## config.mk

```make
export PLATFORM = sky130hd
export DESIGN_NAME = temp_buffer_pool_policy
export DESIGN_NICKNAME = d
export VERILOG_FILES = /design/src/design/tbpp_pkg.sv /design/src/design/tbpp_cell.sv /design/src/design/temp_buffer_pool_policy.sv
export VERILOG_INCLUDE_DIRS = /design/src /design/src/design
export SDC_FILE = /design/constraint.sdc
export NUM_CORES = 2
export LEC_CHECK = 0
export ABC_AREA = 0
export BUFFER_PORTS_ARGS = -buffer_cell sky130_fd_sc_hd__buf_2
export CAP_MARGIN = 20
export CORE_UTILIZATION = 70
export CTS_BUF_LIST = sky130_fd_sc_hd__clkbuf_2
export CTS_CLUSTER_SIZE = 40
export DETAILED_ROUTE_END_ITERATION = 10
export GPL_TIMING_DRIVEN = 0
export PLACE_DENSITY_LB_ADDON = 0.1
export SYNTH_ARGS = -nofsm -noshare
export SYNTH_HDL_FRONTEND = slang
export SYNTH_HIERARCHICAL = 1
export SYNTH_SLANG_ARGS = --single-unit
```

## constraint.sdc

```tcl
create_clock -name clk_i -period 19.4 [get_ports clk_i]
set_clock_uncertainty 0.2 [all_clocks]
set_input_delay 3.88 -clock clk_i [delete_from_list [all_inputs] [get_ports clk_i]]
set_output_delay 3.88 -clock clk_i [all_outputs]
set_load 0.05 [all_outputs]
```

## src/design/temp_buffer_pool_policy_defines.svh

```systemverilog
// Assertion macros for the temporary buffer pool policy block.
// Used by the top level only; expects clk_i and rst_ni in scope.
`ifndef TEMP_BUFFER_POOL_POLICY_DEFINES_SVH
`define TEMP_BUFFER_POOL_POLICY_DEFINES_SVH

// Same-cycle implication.
`define TBPP_ASSERT_IMP(name, ante, cons) \
  name: assert property (@(posedge clk_i) disable iff (!rst_ni) (ante) |-> (cons)) \
    else $error("tbpp assertion failed");

// Next-cycle implication.
`define TBPP_ASSERT_NXT(name, ante, cons) \
  name: assert property (@(posedge clk_i) disable iff (!rst_ni) (ante) |=> (cons)) \
    else $error("tbpp assertion failed");

`endif

```

## src/design/tbpp_pkg.sv

```systemverilog
// Package for the temporary buffer pool policy: sizes, types and codes.
// No dependencies.
package tbpp_pkg;

  localparam int MAX_SLOTS = 16;
  localparam int SIZE_BITS = 32;
  localparam int SLOT_W    = $clog2(MAX_SLOTS);
  localparam int ECNT_W    = $clog2(MAX_SLOTS + 1);
  localparam int CNT_W     = 5;
  localparam logic [CNT_W-1:0] COUNT_MAX = 5'd31;

  typedef logic [SLOT_W-1:0]    slot_t;
  typedef logic [SIZE_BITS-1:0] size_t;
  typedef logic [ECNT_W-1:0]    ecnt_t;

  localparam logic REQ_ALLOC = 1'b0;
  localparam logic REQ_FREE  = 1'b1;

  localparam logic [1:0] ST_REUSE = 2'd0;
  localparam logic [1:0] ST_NEW   = 2'd1;
  localparam logic [1:0] ST_BAD   = 2'd2;
  localparam logic [1:0] ST_FULL  = 2'd3;

  // One list position: the slot it names and that slot's size.
  typedef struct packed {
    slot_t slot;
    size_t size;
  } entry_t;

  // Controls shared by every cell of the list.
  typedef struct packed {
    logic shift;
    logic sort_en;
  } cell_ctl_t;

  // True when entry a must stand before entry b.
  function automatic logic goes_before(entry_t a, logic a_use, entry_t b, logic b_use);
    if (a_use != b_use) return !a_use;
    return a.size < b.size;
  endfunction

endpackage

```

## src/design/tbpp_cell.sv

```systemverilog
// One list position of the pool order chain.
// Depends on tbpp_pkg.
module tbpp_cell (
  input  logic                clk_i,
  input  tbpp_pkg::cell_ctl_t ctl_i,
  input  logic                load_i,
  input  tbpp_pkg::entry_t    new_i,
  input  logic                pair_act_i,
  input  logic                left_swap_i,
  input  tbpp_pkg::entry_t    left_i,
  input  tbpp_pkg::entry_t    right_i,
  input  logic                in_use_i,
  input  logic                right_in_use_i,
  output tbpp_pkg::entry_t    entry_o,
  output logic                swap_o
);

  tbpp_pkg::entry_t entry_q, entry_d;

  // Exchange with the right neighbor only on a strict order violation.
  assign swap_o = ctl_i.sort_en && pair_act_i &&
                  tbpp_pkg::goes_before(right_i, right_in_use_i, entry_q, in_use_i);

  always_comb begin
    entry_d = entry_q;
    if (load_i) begin
      entry_d = new_i;
    end else if (ctl_i.shift || swap_o) begin
      entry_d = right_i;
    end else if (ctl_i.sort_en && left_swap_i) begin
      entry_d = left_i;
    end
  end

  always_ff @(posedge clk_i) begin
    entry_q <= entry_d;
  end

  assign entry_o = entry_q;

endmodule

```

## src/design/temp_buffer_pool_policy.sv

```systemverilog
// Temporary buffer pool policy: top level with handshake, slot flags and counters.
// Depends on tbpp_pkg, tbpp_cell and temp_buffer_pool_policy_defines.svh.
//
// Each request yields one result transaction. A free, a reused slot and a full pool
// resolve in the accept cycle, so the result is offered on the next cycle. An allocate
// that opens a new slot goes through S_SORT, where the list of cells runs MAX_SLOTS
// odd-even exchange phases to re-sort, then through S_EVICT, which checks for eviction.
// The list is a chain of cells, one per position, each holding a slot number and
// size and swapping with its neighbor. A new request is taken while the previous
// result waits only if that result is being taken in the same cycle.
`include "temp_buffer_pool_policy_defines.svh"

module temp_buffer_pool_policy (
  input  logic        clk_i,
  input  logic        rst_ni,
  input  logic        in_valid_i,
  output logic        in_ready_o,
  input  logic        req_type_i,
  input  logic [31:0] size_bytes_i,
  input  logic [3:0]  handle_in_i,
  output logic        out_valid_o,
  input  logic        out_ready_i,
  output logic [1:0]  status_o,
  output logic [3:0]  handle_out_o,
  output logic [31:0] granted_size_o,
  output logic        evict_valid_o,
  output logic [3:0]  evict_handle_o
);

  localparam int N = tbpp_pkg::MAX_SLOTS;

  localparam logic [1:0] S_IDLE  = 2'd0;
  localparam logic [1:0] S_SORT  = 2'd1;
  localparam logic [1:0] S_EVICT = 2'd2;

  logic [1:0] state_q, state_d;
  tbpp_pkg::slot_t phase_q, phase_d;
  tbpp_pkg::ecnt_t ecnt_q, ecnt_d;
  logic [tbpp_pkg::CNT_W-1:0] out_cnt_q, out_cnt_d, peak_q, peak_d;
  logic [N-1:0] occ_q, occ_d, inuse_q, inuse_d;
  tbpp_pkg::slot_t new_slot_q, new_slot_d;
  tbpp_pkg::size_t new_size_q, new_size_d;

  logic        out_valid_q, out_valid_d;
  logic [1:0]  status_q, status_d;
  logic [3:0]  hout_q, hout_d, ev_h_q, ev_h_d;
  logic [31:0] gsize_q, gsize_d;
  logic        ev_v_q, ev_v_d;

  tbpp_pkg::entry_t    cell_e [N];
  logic [N-1:0]        cell_use, swap, load_vec, pair_act;
  tbpp_pkg::cell_ctl_t ctl;
  tbpp_pkg::entry_t    new_entry;

  logic            accept;
  tbpp_pkg::size_t req;
  logic            hit;
  tbpp_pkg::slot_t hit_slot, free_slot;
  tbpp_pkg::size_t hit_size;
  logic            have_free;
  logic [7:0]      h_ext;
  logic            bad_h;

  assign in_ready_o = (state_q == S_IDLE) && (!out_valid_q || out_ready_i);
  assign accept     = in_valid_i && in_ready_o;
  assign req        = tbpp_pkg::size_t'(size_bytes_i);
  assign new_entry  = '{slot: free_slot, size: req};

  // Per-position in-use flag and the active exchange pairs of this phase.
  always_comb begin
    for (int i = 0; i < N; i++) begin
      cell_use[i] = inuse_q[cell_e[i].slot];
      pair_act[i] = (i < N - 1) && (1'(i) == phase_q[0]) &&
                    (8'(i + 1) < 8'(ecnt_q));
    end
  end

  // First fitting unused entry in list order; lowest unoccupied slot.
  always_comb begin
    hit = 1'b0;
    hit_slot = '0;
    hit_size = '0;
    for (int i = N - 1; i >= 0; i--) begin
      if ((8'(i) < 8'(ecnt_q)) && !cell_use[i] && (cell_e[i].size >= req)) begin
        hit = 1'b1;
        hit_slot = cell_e[i].slot;
        hit_size = cell_e[i].size;
      end
    end
    have_free = 1'b0;
    free_slot = '0;
    for (int i = N - 1; i >= 0; i--) begin
      if (!occ_q[i]) begin
        have_free = 1'b1;
        free_slot = tbpp_pkg::slot_t'(i);
      end
    end
  end

  assign h_ext = 8'(handle_in_i);
  assign bad_h = (h_ext >= 8'(N)) || !occ_q[h_ext[tbpp_pkg::SLOT_W-1:0]];

  always_comb begin
    state_d = state_q;
    phase_d = phase_q;
    ecnt_d = ecnt_q;
    out_cnt_d = out_cnt_q;
    peak_d = peak_q;
    occ_d = occ_q;
    inuse_d = inuse_q;
    new_slot_d = new_slot_q;
    new_size_d = new_size_q;
    out_valid_d = out_valid_q && !out_ready_i;
    status_d = status_q;
    hout_d = hout_q;
    gsize_d = gsize_q;
    ev_v_d = ev_v_q;
    ev_h_d = ev_h_q;
    load_vec = '0;
    ctl = '0;
    unique case (state_q)
      S_IDLE: begin
        if (accept) begin
          ev_v_d = 1'b0;
          ev_h_d = '0;
          out_valid_d = 1'b1;
          if (req_type_i == tbpp_pkg::REQ_ALLOC) begin
            // Count the allocate and track the peak before the search.
            if (out_cnt_q < tbpp_pkg::COUNT_MAX) out_cnt_d = out_cnt_q + 1'b1;
            peak_d = (out_cnt_d > peak_q) ? out_cnt_d : peak_q;
            if (hit) begin
              inuse_d[hit_slot] = 1'b1;
              status_d = tbpp_pkg::ST_REUSE;
              hout_d = 4'(hit_slot);
              gsize_d = 32'(hit_size);
            end else if (!have_free || (8'(ecnt_q) >= 8'(N))) begin
              status_d = tbpp_pkg::ST_FULL;
              hout_d = '0;
              gsize_d = '0;
            end else begin
              // Open the slot, append it and start the re-sort.
              occ_d[free_slot] = 1'b1;
              inuse_d[free_slot] = 1'b1;
              load_vec[ecnt_q[tbpp_pkg::SLOT_W-1:0]] = 1'b1;
              ecnt_d = ecnt_q + 1'b1;
              new_slot_d = free_slot;
              new_size_d = req;
              phase_d = '0;
              out_valid_d = 1'b0;
              state_d = S_SORT;
            end
          end else begin
            hout_d = handle_in_i;
            gsize_d = '0;
            if (bad_h) begin
              status_d = tbpp_pkg::ST_BAD;
            end else begin
              inuse_d[h_ext[tbpp_pkg::SLOT_W-1:0]] = 1'b0;
              if (out_cnt_q != '0) out_cnt_d = out_cnt_q - 1'b1;
              status_d = tbpp_pkg::ST_REUSE;
            end
          end
        end
      end
      S_SORT: begin
        ctl.sort_en = 1'b1;
        phase_d = phase_q + 1'b1;
        if (phase_q == tbpp_pkg::slot_t'(N - 1)) state_d = S_EVICT;
      end
      S_EVICT: begin
        status_d = tbpp_pkg::ST_NEW;
        hout_d = 4'(new_slot_q);
        gsize_d = 32'(new_size_q);
        // Drop the head entry when the list outgrows the peak and it is unused.
        if ((8'(ecnt_q) > 8'(peak_q)) && !cell_use[0]) begin
          ctl.shift = 1'b1;
          ecnt_d = ecnt_q - 1'b1;
          occ_d[cell_e[0].slot] = 1'b0;
          ev_v_d = 1'b1;
          ev_h_d = 4'(cell_e[0].slot);
        end
        out_valid_d = 1'b1;
        state_d = S_IDLE;
      end
      default: state_d = S_IDLE;
    endcase
  end

  for (genvar g = 0; g < N; g++) begin : g_cell
    tbpp_cell u_cell (
      .clk_i          (clk_i),
      .ctl_i          (ctl),
      .load_i         (load_vec[g]),
      .new_i          (new_entry),
      .pair_act_i     (pair_act[g]),
      .left_swap_i    ((g > 0) ? swap[(g > 0) ? g - 1 : 0] : 1'b0),
      .left_i         (cell_e[(g > 0) ? g - 1 : 0]),
      .right_i        (cell_e[(g < N - 1) ? g + 1 : g]),
      .in_use_i       (cell_use[g]),
      .right_in_use_i (cell_use[(g < N - 1) ? g + 1 : g]),
      .entry_o        (cell_e[g]),
      .swap_o         (swap[g])
    );
  end

  always_ff @(posedge clk_i or negedge rst_ni) begin
    if (!rst_ni) begin
      state_q <= S_IDLE;
      phase_q <= '0;
      ecnt_q <= '0;
      out_cnt_q <= '0;
      peak_q <= '0;
      occ_q <= '0;
      inuse_q <= '0;
      out_valid_q <= 1'b0;
    end else begin
      state_q <= state_d;
      phase_q <= phase_d;
      ecnt_q <= ecnt_d;
      out_cnt_q <= out_cnt_d;
      peak_q <= peak_d;
      occ_q <= occ_d;
      inuse_q <= inuse_d;
      out_valid_q <= out_valid_d;
    end
  end

  always_ff @(posedge clk_i) begin
    new_slot_q <= new_slot_d;
    new_size_q <= new_size_d;
    status_q <= status_d;
    hout_q <= hout_d;
    gsize_q <= gsize_d;
    ev_v_q <= ev_v_d;
    ev_h_q <= ev_h_d;
  end

  assign out_valid_o    = out_valid_q;
  assign status_o       = status_q;
  assign handle_out_o   = hout_q;
  assign granted_size_o = gsize_q;
  assign evict_valid_o  = ev_v_q;
  assign evict_handle_o = ev_h_q;

  `TBPP_ASSERT_IMP(a_occ_matches_count, 1'b1, $countones(occ_q) == 32'(ecnt_q))
  `TBPP_ASSERT_IMP(a_evict_only_new, out_valid_o && evict_valid_o, status_o == tbpp_pkg::ST_NEW)
  `TBPP_ASSERT_IMP(a_no_result_in_sort, state_q == S_SORT, !out_valid_o)
  `TBPP_ASSERT_NXT(a_sort_follows_load, state_q == S_IDLE && (|load_vec), state_q == S_SORT)

endmodule
```

==> summary.json, run 1 <==
{
  "synthesis": {
    "ys.warnings.count": 6,
    "synth_area_per_cell_um2": 9.07,
    "mappedNetlistArea_um2": 73900,
    "synth_cells": 8153
  },
  "placement": {
    "global_placer_s_final_weighted_congestion": 1.14,
    "place.port_buffers": 82,
    "post_placement_worst_setup_slack_ps": 5060,
    "hpwl_reported_at_the_end_of_detailed_placement_mm": 253,
    "place_area_um2": 77300,
    "place_inst": 9678
  },
  "run_status": {
    "result_of_the_run": "did not finish",
    "outcome.stop_stage": "global routing",
    "flow.first_error": "[ERROR GRT-0116] Global routing finished with congestion. Check the congestion regions in the DRC Viewer."
  },
  "clocking": {
    "htreeDepth": 4,
    "post_cts_resize_count": 0,
    "cts_post_setup_buffers_inserted": 0,
    "clockRootBuffer": "clkbuf_2",
    "clock_sinks": 709,
    "cts_hold_buf": 0,
    "clockBufferDepth": 3,
    "tritoncts.num_buffers": 195
  },
  "floorplanning": {
    "number_of_rows_created_at_floorplan": 118,
    "floorplan.initialDensity": 0.710,
    "die_w_um": 327,
    "y_dimension_of_the_die_um": 327,
    "io_pins": 86
  },
  "grt": {
    "global_route.overflow_total": 2,
    "first_global_vias": 78500,
    "wire_length_of_the_first_global_routing_pass_mm": 528,
    "grt_max_degree": 37,
    "global_routing_usage_summed_across_all_routing_layers": 0.674
  }
}
stage by stage:
stage               TNS [ps]  utilization
floorplan                  0            -
CTS                        0        0.760
global placement    -2031940        0.731
detailed placement         0        0.742
layer usage:
layer | track usage | GRT overflow
met1 | 0.706 | 0
met2 | 0.888 | 1
met3 | 0.432 | 0
met4 | 0.655 | 1
met5 | 0.101 | 0
==> run 2, diff against run 1 <==
Settings changed: CORE_UTILIZATION 70 to 40, CTS_BUF_LIST sky130_fd_sc_hd__clkbuf_2 to unset, CTS_CLUSTER_SIZE 40 to unset, PLACE_DENSITY_LB_ADDON 0.1 to 0.15.
==> summary.json, run 2 <==
{
  "run_status": {
    "result_of_the_run": "finished, final reports clean"
  },
  "grt": {
    "global_route.overflow_total": 0,
    "global_routing_usage_summed_across_all_routing_layers": 0.355,
    "grt_max_degree": 37,
    "wire_length_of_the_first_global_routing_pass_mm": 480,
    "grt_antenna_before_repair": 6,
    "first_global_vias": 69300
  },
  "floorplanning": {
    "die_w": {"value": 432, "unit": "µm", "change": "+32%"},
    "floorplan.initialDensity": {"value": 0.403, "change": "-0.307"},
    "io_pins": {"value": 86, "change": "unchanged"},
    "y_dimension_of_the_die": {"value": 432, "unit": "µm", "change": "+32%"},
    "fp.dieArea_um2": 187000,
    "number_of_rows_created_at_floorplan": {"value": 157, "change": "+33%"},
    "design.core.area_um2": 183000
  },
  "setup_path": {
    "critical_path.startpoint_type": "primary input",
    "crit_slowest_cell": "nor2_1",
    "cp_slowest_stage_delay_ps": 890,
    "worst_path_most_repeated_cell": "clkbuf_1",
    "critical_path_peak_fanout": 34,
    "cp_endpoint_kind": "flip-flop",
    "timing.setup.critical_path_class": "in2reg",
    "cp.arrival_ps": 14400,
    "crit_chain": "buf_2 > inv_1 > ha_1 > nand4_1 > a21oi_1 > a211oi_1 > o211ai_1 > o21a_1 > nor2_1 > and4_1 > clkbuf_2 > nand4_1 > inv_2 > buf_12 > nand2_1 > nor3_1 > clkbuf_1 > clkbuf_1 > clkbuf_1 > a21oi_1 > nand2_2 > buf_12",
    "buffers_inverters_on_critical_path": 9,
    "required_ps": 19630,
    "cp_top_family": "buffers and inverters"
  },
  "min_path": {
    "hold_class": "reg2reg"
  },
  "routing": {
    "drt-vias-per-instance": 6.55,
    "postRouteWirelength_mm": 342,
    "drt_pre_antenna_iters": 8,
    "drc_errors": 0,
    "ant_nets": 0,
    "routed-via-count": 71600,
    "wl_per_cell_um": 31.2,
    "1st_iter_drt_viols": 7568
  },
  "synthesis": {
    "ys.warnings.count": {"value": 6, "change": "unchanged"},
    "synth_area_per_cell": {"value": 9.07, "unit": "µm²", "change": "unchanged"},
    "synth_cells": {"value": 8153, "change": "unchanged"},
    "mappedNetlistArea": {"value": 73900, "unit": "µm²", "change": "unchanged"}
  },
  "timing": {
    "final_max_slew_violation_count": 0,
    "max_freq_mhz": 70.6,
    "fin_crit_ps": 14170,
    "rsz0062_at_grt": "no",
    "hold_viol": 0,
    "timing.final.crit_share": 0.730,
    "report.final.setup_viol": 0,
    "finalWorstSetupSlack_ps": 5230,
    "timing_worst_slew_pin_value_ps": 1290,
    "fin_hold_ws_ps": 323,
    "slew_headroom": 0.140
  },
  "clocking": {
    "clockRootBuffer": "clkbuf_16",
    "tritoncts": "built",
    "htreeDepth": {"value": 3, "change": "-1"},
    "clockBufferDepth": {"value": 3, "change": "unchanged"},
    "cts_hold_buf": {"value": 0, "change": "unchanged"},
    "clock_sinks": {"value": 709, "change": "unchanged"},
    "post_cts_resize_count": {"value": 0, "change": "unchanged"},
    "clkTransAtPathRegs_ps": 60,
    "cts_post_setup_buffers_inserted": {"value": 0, "change": "unchanged"},
    "clk-insertion-delay-late_ps": 770,
    "tritoncts.num_buffers": {"value": 95, "change": "-51%"}
  },
  "layout": {
    "areaGrowthSynthToFinish_pct": 9.96,
    "most_frequent_cells_in_the_layout": "ha_1 (1,027), nand2_1 (900), edfxtp_1 (655)",
    "post-route-util": 0.444,
    "mostFrequentLayoutCell": "ha_1",
    "stdcell_count": 10900,
    "largest_register_ffs": 576,
    "layout-drive-gt1-share": 0.0808,
    "fin_nets": 9450
  },
  "power": {
    "power_density_nw_per_um2": 199,
    "ir_worst_vdd_mv": 0.134,
    "power_leakage_nw": 33.7
  },
  "placement": {
    "global_placer_s_final_weighted_congestion": {"value": 0.994, "change": "-13%"},
    "place_inst": {"value": 10700, "change": "+11%"},
    "place.port_buffers": {"value": 82, "change": "unchanged"},
    "post_placement_worst_setup_slack": {"value": 4880, "unit": "ps", "change": "-186 ps"},
    "hpwl_reported_at_the_end_of_detailed_placement": {"value": 274, "unit": "mm", "change": "+8.5%"}
  },
  "flow_run": {
    "timing.max_cap.violations": 0
  }
}
-- run 2: worst paths after layout --
check,startpoint,to,slack [ps],cells after the start
setup reg to reg,g_cell[1].u_cell/entry_o[27],g_cell[0].u_cell/entry_o[6],9250,20
hold reg to reg,new_slot_q[2],handle_out_o[2],320,2
max in group asynchronous,rst_ni,out_cnt_q[3],15410,2
setup / recovery,size_bytes_i[15],g_cell[0].u_cell/entry_o[6],5230,22
hold / removal,new_slot_q[2],handle_out_o[2],320,2
min in group asynchronous,rst_ni,occ_q[6],2980,1
-- run 2: per-stage QoR --
stage,TNS (ps),total power [mW],instance area [µm²]
floorplan,0,10.0,73900
global placement,-3346540,13.7,77400
detailed placement,0,14.0,78000
CTS,0,15.9,81200
global route,0,17.0,81300
finish,0,16.2,81300
-- run 2: final cells by class --
type / instances / area (µm²)
fillers: 18200 / 102000
multi-input cells: 6286 / 48000
flip-flops and latches: 709 / 21000
well taps: 2464 / 3080
clock buffers: 129 / 2680
plain buffers: 533 / 2640
inverters: 626 / 2350
repair buffers: 131 / 1030
clock inverters: 48 / 457
diodes: 4 / 10.0
-- run 2: power by group --
part	leakage (nW)	total, mW	internal, mW	switching, mW
registers	6.71	4.07	2.75	1.32
clock network	1.53	1.86	1.07	0.786
logic	25.5	10.3	3.76	6.53
-- run 2: metal layers --
metal | routed length (µm) | track usage | part of all wire | vias to the layer above
li1 | - | - | - | 32100
met2 | 157000 | 0.580 | 0.46 | 3555
met5 | 52 | 0 | 0.00015 | -
met3 | 26000 | 0.0557 | 0.076 | 977
met1 | 129000 | 0.421 | 0.38 | 34900
met4 | 29500 | 0.264 | 0.086 | 8
-- run 2: worst register-to-register path: stages, from the launching register on --
cell	delay, ps
edfxtp_1	600
ha_1	380
a21oi_1	140
o21ai_0	110
a221oi_1	790
o211ai_1	580
o21a_1	360
nor2_1	890
and4_1	370
clkbuf_2	410
nand4_1	530
inv_2	740
buf_12	310
nand2_1	270
nor3_1	880
clkbuf_1	660
clkbuf_1	670
clkbuf_1	430
a21oi_1	100
nand2_2	140
buf_12	220
(Power assumes the default switching activity.)
